### src/hw/rtl/npml_pkg.sv
// Shared types, constants and the microcode program of the nearest point map lookup.
package npml_pkg;

	localparam int DEF_MAX_SPEED_POINTS = 32;
	localparam int DEF_MAX_TORQUE_ROWS = 32;

	localparam int VAL_W = 32;
	localparam int IDX_W = 5;
	localparam int CNT_W = 6;
	localparam int DIST_W = VAL_W + 1;
	localparam int S_TDATA_W = 112;
	localparam int M_TDATA_W = 48;

	localparam logic [CNT_W-1:0] COUNT_RESET = 6'd32;

	// Reciprocal of 100 scaled by 2^37, rounded up; exact for any 32-bit magnitude.
	localparam logic [VAL_W-1:0] DIV100_MAGIC = 32'h51EB851F;
	localparam int DIV100_SHIFT = 37;

	typedef enum logic [1:0] {
		OP_WR_SPEED = 2'd0,
		OP_WR_TORQUE = 2'd1,
		OP_WR_EFF = 2'd2,
		OP_QUERY = 2'd3
	} op_t;

	typedef enum logic {
		REG_SPEED_POINTS = 1'b0,
		REG_TORQUE_ROWS = 1'b1
	} reg_idx_t;

	typedef enum logic {
		SCAN_SPEED = 1'b0,
		SCAN_TORQUE = 1'b1
	} scan_t;

	typedef enum logic [2:0] {
		COND_NEVER = 3'd0,
		COND_ALWAYS = 3'd1,
		COND_ACCEPT = 3'd2,
		COND_WRITE = 3'd3,
		COND_SCAN_DONE = 3'd4,
		COND_OUT_FREE = 3'd5
	} cond_t;

	typedef enum logic [3:0] {
		STEP_IDLE = 4'd0,
		STEP_DISPATCH = 4'd1,
		STEP_SPD_SCAN = 4'd2,
		STEP_TRQ_CLR = 4'd3,
		STEP_TRQ_SCAN = 4'd4,
		STEP_EFF_RD = 4'd5,
		STEP_EFF_MAG = 4'd6,
		STEP_MUL = 4'd7,
		STEP_RESP_Q = 4'd8,
		STEP_WRITE = 4'd9,
		STEP_RESP_W = 4'd10
	} step_t;

	typedef struct packed {
		logic in_ready;
		logic clr_cnt;
		logic scan_en;
		scan_t scan_kind;
		logic wr_en;
		logic mag_en;
		logic mul_en;
		logic out_load;
		logic out_query;
		cond_t cond;
		logic hold;
		step_t target;
	} ctrl_word_t;

	typedef struct packed {
		logic accept;
		logic is_write;
		logic scan_done;
		logic out_free;
	} status_t;

	function automatic ctrl_word_t ucode(input step_t s);
		ctrl_word_t w;
		begin
			w = ctrl_word_t'('0);
			w.cond = COND_NEVER;
			w.scan_kind = SCAN_SPEED;
			w.target = STEP_IDLE;
			case (s)
				STEP_IDLE: begin
					w.in_ready = 1'b1;
					w.clr_cnt = 1'b1;
					w.cond = COND_ACCEPT;
					w.target = STEP_DISPATCH;
					w.hold = 1'b1;
				end
				STEP_DISPATCH: begin
					w.cond = COND_WRITE;
					w.target = STEP_WRITE;
				end
				STEP_SPD_SCAN: begin
					w.scan_en = 1'b1;
					w.scan_kind = SCAN_SPEED;
					w.cond = COND_SCAN_DONE;
					w.target = STEP_TRQ_CLR;
					w.hold = 1'b1;
				end
				STEP_TRQ_CLR: begin
					w.clr_cnt = 1'b1;
					w.scan_kind = SCAN_TORQUE;
				end
				STEP_TRQ_SCAN: begin
					w.scan_en = 1'b1;
					w.scan_kind = SCAN_TORQUE;
					w.cond = COND_SCAN_DONE;
					w.target = STEP_EFF_RD;
					w.hold = 1'b1;
				end
				STEP_EFF_RD: begin
					w.scan_kind = SCAN_TORQUE;
				end
				STEP_EFF_MAG: begin
					w.mag_en = 1'b1;
				end
				STEP_MUL: begin
					w.mul_en = 1'b1;
				end
				STEP_RESP_Q: begin
					w.out_load = 1'b1;
					w.out_query = 1'b1;
					w.cond = COND_OUT_FREE;
					w.target = STEP_IDLE;
					w.hold = 1'b1;
				end
				STEP_WRITE: begin
					w.wr_en = 1'b1;
				end
				STEP_RESP_W: begin
					w.out_load = 1'b1;
					w.cond = COND_OUT_FREE;
					w.target = STEP_IDLE;
					w.hold = 1'b1;
				end
				default: begin
					w.cond = COND_ALWAYS;
					w.target = STEP_IDLE;
				end
			endcase
			return w;
		end
	endfunction

endpackage

### src/hw/rtl/npml_seq.sv
// Microcode sequencer: step counter, program ROM and conditional jumps.
module npml_seq (
	input  logic clk,
	input  logic arst_n,
	input  npml_pkg::status_t status,
	output npml_pkg::ctrl_word_t ctrl
);
	import npml_pkg::*;

	step_t step_q;
	step_t step_d;
	logic cond_ok;

	always_ff @(posedge clk or negedge arst_n) begin
		if (!arst_n) begin
			step_q <= STEP_IDLE;
		end else begin
			step_q <= step_d;
		end
	end

	always_comb begin
		ctrl = ucode(step_q);
		case (ctrl.cond)
			COND_NEVER: cond_ok = 1'b0;
			COND_ALWAYS: cond_ok = 1'b1;
			COND_ACCEPT: cond_ok = status.accept;
			COND_WRITE: cond_ok = status.is_write;
			COND_SCAN_DONE: cond_ok = status.scan_done;
			COND_OUT_FREE: cond_ok = status.out_free;
			default: cond_ok = 1'b0;
		endcase
		if (cond_ok) begin
			step_d = ctrl.target;
		end else if (ctrl.hold) begin
			step_d = step_q;
		end else begin
			step_d = step_t'(step_q + 4'd1);
		end
	end

	a_accept_dispatch: assert property (@(posedge clk) disable iff (!arst_n)
		status.accept |=> step_q == STEP_DISPATCH)
		else $error("accepted beat did not move the sequencer to dispatch");
endmodule

### config.mk
export PLATFORM = sky130hd
export DESIGN_NAME = npml_seq
export DESIGN_NICKNAME = d
export VERILOG_FILES = /design/src/hw/rtl/npml_pkg.sv /design/src/hw/rtl/npml_seq.sv
export SDC_FILE = /design/constraint.sdc
export NUM_CORES = 1
export LEC_CHECK = 0
export ABC_AREA = 1
export ABC_CLOCK_PERIOD_IN_PS = 2370
export BUFFER_PORTS_ARGS = -buffer_cell sky130_fd_sc_hd__buf_2
export CORE_AREA = 2 2 39 41
export CTS_BUF_LIST = sky130_fd_sc_hd__clkbuf_2 sky130_fd_sc_hd__clkbuf_4 sky130_fd_sc_hd__clkbuf_8
export DETAILED_ROUTE_END_ITERATION = 16
export DIE_AREA = 0 0 41 43
export MAX_ROUTING_LAYER = met4
export PLACE_DENSITY = 0.84
export SYNTH_ARGS = -nofsm -noshare
export SYNTH_HDL_FRONTEND = slang
export SYNTH_SLANG_ARGS = --single-unit
export TNS_END_PERCENT = 20
### constraint.sdc
create_clock -name clk -period 2.37 [get_ports clk]
set_clock_uncertainty 0.05 [all_clocks]
set_input_delay 0.1185 -clock clk [delete_from_list [all_inputs] [get_ports clk]]
set_output_delay 0.1185 -clock clk [all_outputs]
set_load 0.05 [all_outputs]
==> impl_metrics.py, run 1 <==
metrics = {
    "synthesis": {
        "ys_ff_latch": 4,
        "synth_top_area_share": 0.171,
        "synth_area_leaders": "nand2_1 (17%), dfrtp_1 (16%), nand3_1 (11%)",
        "synthDistinctLibCells": 19,
        "syn_avg_cell_area_um2": 6.48,
        "synth_seq_area_share": 0.163,
        "ys_warn_count": 0,
        "synth_area_um2": 616,
        "yosys.area.top_type": "nand2_1",
        "syn_nets": 105,
        "synth_cells": 95,
    },
    "clock_tree": {
        "cts_tree": "yes",
        "clock_sinks": 4,
        "post_cts_resized": 0,
        "clk_path_buf_depth": 2,
        "cts_hold_buf": 1,
        "root_buffer": "clkbuf_4",
        "cts_buffers": 3,
        "h-tree-depth": 1,
        "clock_latency_ns": 0.23,
        "cts_setup_buffers": 0,
        "path_clk_slew_ns": 0.04,
    },
    "grt": {
        "grt_max_degree": 11,
        "antenna_found_initial": 0,
        "grt_usage": 0.192,
        "grt_pass1_wl_um": 2270,
        "overflow": 0,
        "grt_pass1_vias": 546,
    },
    "setup_path": {
        "timing.rr.start": "step_q[0]$_DFFE_PN0P_",
        "path_class": "flip-flop to primary output",
        "startpoint_type": "flip-flop",
        "critPathRequiredTime_ns": 2.20,
        "cp.arrival_ns": 1.86,
        "critPathCaptureType": "primary output",
        "max_stage_delay_ns": 0.41,
        "worst-path-buf-inv": 2,
        "startpoint": "step_q[0]$_DFFE_PN0P_",
        "worstPathCellList": "inv_1 -> ha_1 -> nor2_1 -> nor2_2 -> nor2_1 -> nand2_2 -> buf_2",
        "crit_slowest_cell": "dfrtp_1",
        "r2r-end": "step_q[2]$_DFFE_PN0P_",
        "rrSetupSlack_ns": 0.47,
        "crit_fanout": 5,
        "crit_family": "simple AND/OR/NAND/NOR gates",
        "cpMostUsedCell": "nor2_1",
        "ff2ff_path_depth": 12,
    },
    "place": {
        "place_inst": 131,
        "postPlaceCellArea_um2": 723,
        "dp_hpwl_um": 1230,
        "gp_congestion": 0.897,
        "port_buffers": 22,
    },
    "floorplan": {
        "dieArea_um2": 1760,
        "die_w_um": 41,
        "start_util": 0.445,
        "core-area_um2": 1380,
        "fp-row-count": 14,
        "die_y_um": 43,
        "boundaryPins": 23,
    },
    "sta": {
        "period_needed_ns": 2.03,
        "hold_violations": 0,
        "relSlewSlack": 0.654,
        "timing.final.crit_share": 0.857,
        "drv_slew": 0,
        "grt_setup_unrepaired": "false",
        "max_slew.worst_pin.slew_ns": 0.519,
        "setup_viol": 0,
        "fmax_mhz": 492,
        "fin_tns_setup_ns": 0,
    },
    "finish": {
        "instances_no_fill": 135,
        "nets": 131,
        "diodes": 0,
        "multi_input_area_um2": 437,
        "final_common_cell": "nand2_1",
        "syn_to_final_growth_pct": 22.8,
        "layout_common_cells": "nand2_1 (28), buf_2 (22), nand3_1 (13), inv_1 (12), nor2_1 (11)",
        "final_area_um2": 756,
        "drive_gt1_frac": 0.353,
        "seq_area_um2": 100,
        "largest_reg_flops": 4,
        "fillers": 130,
        "regMostFlops": "step_q",
        "reg_top3": "step_q x4",
    },
    "status": {
        "status": "complete, no violations",
    },
    "routing": {
        "ant_nets": 0,
        "dr.pass1.iters": 4,
        "wl_um": 1490,
        "wl_per_cell_um": 11.0,
        "vias_per_cell": 4.99,
        "via_count": 674,
        "drt_iter0_markers": 12,
        "drc": 0,
    },
    "hold_path": {
        "worstHoldEndpoint": "step_q[3]$_DFFE_PN0P_",
        "hp-start": "status[2]",
        "whs_path_depth": 3,
        "hold_path_class": "input port to flip-flop",
    },
    "run": {
        "drv_cap": 0,
    },
}
[cells by family (layout without fill, tap and decap cells)]
group,count (synthesis),in the layout,share of synthesized area
simple gates,66,66,0.589
buf+inv,17,41,0.128
fa+ha+maj,4,4,0.0813
flops,4,4,0.163
compound gates,3,3,0.0244
xor+xnor,1,1,0.0142
[tightest hold or removal path: stages]
cell	delay (ns)
buf_2	0.09
nand3_1	0.08
nand3_1	0.09
[area by class of cell]
cell class,instances,area share
Inverter,15,0.0745
Tap cell,16,0.0265
Clock buffer,3,0.0298
Multi-Input combinational cell,74,0.578
Timing Repair Buffer,23,0.159
Sequential cell,4,0.132
[worst max-delay path by stage]
stage / slack (ns) / endpoint / cells past startpoint
5_1_grt: 0.19 / ctrl[5] / 7
3_5_place_dp: 0.50 / step_q[2]$_DFFE_PN0P_ / 12
4_1_cts: 0.34 / ctrl[5] / 7
6_report: 0.34 / ctrl[5] / 7
3_3_place_gp: 0.54 / step_q[2]$_DFFE_PN0P_ / 12
2_1_floorplan: 0.005 / step_q[1]$_DFFE_PN0P_ / 11
[metal layers]
metal | vias to the layer above | GRT usage | wire [um]
met5 | - | - | 0
met4 | 0 | 0.0533 | 13
met3 | 2 | 0.0524 | 82
met2 | 28 | 0.291 | 756
met1 | 301 | 0.243 | 634
li1 | 343 | - | -
[cells in the mapped netlist (all sizes together)]
| master | instances |
|---|---|
| xor2 | 1 |
| nor2 | 14 |
| or2 | 1 |
| o21ai | 3 |
| nand3 | 17 |
| inv | 15 |
| dfrtp | 4 |
| ha | 4 |
| buf | 2 |
| nand2 | 34 |
[stage by stage]
step | setup slack [ns] | utilization | hold WS [ns]
5_1_grt | 0.189 | 0.546 | 0.153
6_report | 0.338 | 0.546 | 0.132
4_1_cts | 0.342 | 0.546 | 0.130
3_3_place_gp | 0.545 | 0.523 | -0.127
3_5_place_dp | 0.497 | 0.523 | -0.126
2_1_floorplan | 0.00503 | - | -0.227
Power of run 1 is left out: the tool's default activity adds up to more than one toggle a clock period on the data nets, which glitch-free logic cannot reach.
==> run 2: changes to the inputs <==
ABC_CLOCK_PERIOD_IN_PS = 2400   (was 2370)
clock period = 2.4 ns   (was 2.37 ns; I/O delays follow)
==> run 2 against run 1 <==
  * Final cell count stayed put
  * Global-route usage decreased by 1.1 points
  * Design area unchanged
  * Utilization unchanged
  * First-iteration DRC count is 67% higher
  * Sequential share of layout area stayed put
  * Largest cell class unchanged
  * Clock-buffer cell count unchanged
==> impl_metrics.py, run 2 (synthesized netlist as in run 1, its figures left out) <==
metrics = {
    "setup_path": {
        "critical_path.endpoint": "ctrl[4]",
        "crit_family": "simple AND/OR/NAND/NOR gates",
        "max_stage_delay_ns": 0.42,
        "path_class": "flip-flop to primary output",
        "critPathCaptureType": "primary output",
        "startpoint_type": "flip-flop",
        "startpoint": "step_q[0]$_DFFE_PN0P_",
        "crit_fanout": 7,
        "timing.rr.start": "step_q[0]$_DFFE_PN0P_",
        "cp.arrival_ns": 1.86,
        "critPathRequiredTime_ns": 2.23,
        "ff2ff_path_depth": 12,
        "r2r-end": "step_q[1]$_DFFE_PN0P_",
        "path_depth": 7,
        "crit_slowest_cell": "dfrtp_1",
        "worstPathCellList": "inv_1 -> ha_1 -> nor2_1 -> nor2_2 -> nor2_4 -> nand2_2 -> buf_2",
        "worst-path-buf-inv": 2,
        "rrSetupSlack_ns": 0.50,
    },
    "grt": {
        "grt_usage": 0.180,
        "grt_pass1_wl_um": 2140,
        "grt_max_degree": 11,
        "antenna_found_initial": 0,
        "overflow": 0,
        "grt_pass1_vias": 534,
    },
    "routing": {
        "drt_iter0_markers": 20,
        "wl_um": 1380,
        "dr.pass1.iters": 4,
        "vias_per_cell": 4.87,
        "wl_per_cell_um": 10.2,
        "via_count": 658,
        "drc": 0,
        "ant_nets": 0,
    },
    "place": {
        "port_buffers": 22,
        "gp_congestion": 0.899,
        "postPlaceCellArea_um2": 723,
        "dp_hpwl_um": 1150,
    },
    "floorplan": {
        "start_util": 0.445,
        "fp-row-count": 14,
        "core-area_um2": 1380,
        "die_w_um": 41,
        "boundaryPins": 23,
        "die_y_um": 43,
        "dieArea_um2": 1760,
    },
    "clock_tree": {
        "post_cts_resized": 0,
        "cts_setup_buffers": 0,
        "cts_buffers": 3,
        "clk_path_buf_depth": 2,
        "cts_tree": "yes",
        "h-tree-depth": 1,
        "cts_hold_buf": 1,
        "clock_latency_ns": 0.24,
        "clock_sinks": 4,
        "path_clk_slew_ns": 0.03,
        "root_buffer": "clkbuf_4",
    },
    "sta": {
        "holdWs_ns": 0.144,
        "max_slew.worst_pin.slew_ns": 0.494,
        "timing.final.crit_share": 0.846,
        "fmax_mhz": 493,
        "setup_viol": 0,
        "drv_slew": 0,
        "grt_setup_unrepaired": "false",
        "period_needed_ns": 2.03,
        "hold_violations": 0,
        "relSlewSlack": 0.670,
        "fin_tns_setup_ns": 0,
    },
    "finish": {
        "regMostFlops": "step_q",
        "fillers": 125,
        "layout_common_cells": "nand2_1 (28), buf_2 (22), nand3_1 (13), inv_1 (12), nor2_1 (11)",
        "reg_top3": "step_q x4",
        "final_common_cell": "nand2_1",
        "diodes": 0,
        "final_util": 0.546,
        "final_area_um2": 756,
        "nets": 131,
        "largest_reg_flops": 4,
        "syn_to_final_growth_pct": 22.8,
        "drive_gt1_frac": 0.353,
    },
    "run": {
        "drv_cap": 0,
    },
    "status": {
        "status": "complete, no violations",
    },
    "hold_path": {
        "hold_path_class": "input port to flip-flop",
    },
}
[run 2: worst min path at each step]
stage	from	to	slack, ns	cells after the start
final	status[2]	step_q[3]$_DFFE_PN0P_	0.14	3
after global routing	status[2]	step_q[3]$_DFFE_PN0P_	0.16	3
after CTS	status[2]	step_q[3]$_DFFE_PN0P_	0.14	3
after detailed placement	arst_n	step_q[0]$_DFFE_PN0P_	-0.13	1
after global placement	arst_n	step_q[2]$_DFFE_PN0P_	-0.12	1
after floorplan	arst_n	step_q[0]$_DFFE_PN0P_	-0.23	0
[run 2: worst min-delay path, cell delays in order]
cell and delay, ns:
buf_2 0.09, nand3_1 0.09, nand3_1 0.10
[run 2: metrics by stage]
| step | setup slack (ns) | std cells |
|---|---|---|
| 2_1_floorplan | 0.0350 | 95 |
| 3_3_place_gp | 0.573 | 131 |
| 3_5_place_dp | 0.536 | 131 |
| 4_1_cts | 0.376 | 135 |
| 5_1_grt | 0.260 | 135 |
| 6_report | 0.371 | 135 |
[run 2: final cells by class]
| cell class | instances | area (um^2) | share of cell area |
|---|---|---|---|
| Tap cell | 16 | 20.0 | 0.0265 |
| Sequential cell | 4 | 100 | 0.132 |
| Clock buffer | 3 | 22.5 | 0.0298 |
| Multi-Input combinational cell | 74 | 437 | 0.578 |
| Inverter | 15 | 56.3 | 0.0745 |
| Timing Repair Buffer | 23 | 120 | 0.159 |
[run 2: per-layer routing]
metal | global-route usage | share of wire | up-vias
li1 | - | - | 341
met1 | 0.240 | 0.44 | 291
met3 | 0.0314 | 0.049 | 2
met5 | - | 0 | -
met4 | 0.0600 | 0.014 | 0
met2 | 0.269 | 0.50 | 24
Power of run 2 is left out for the same reason.
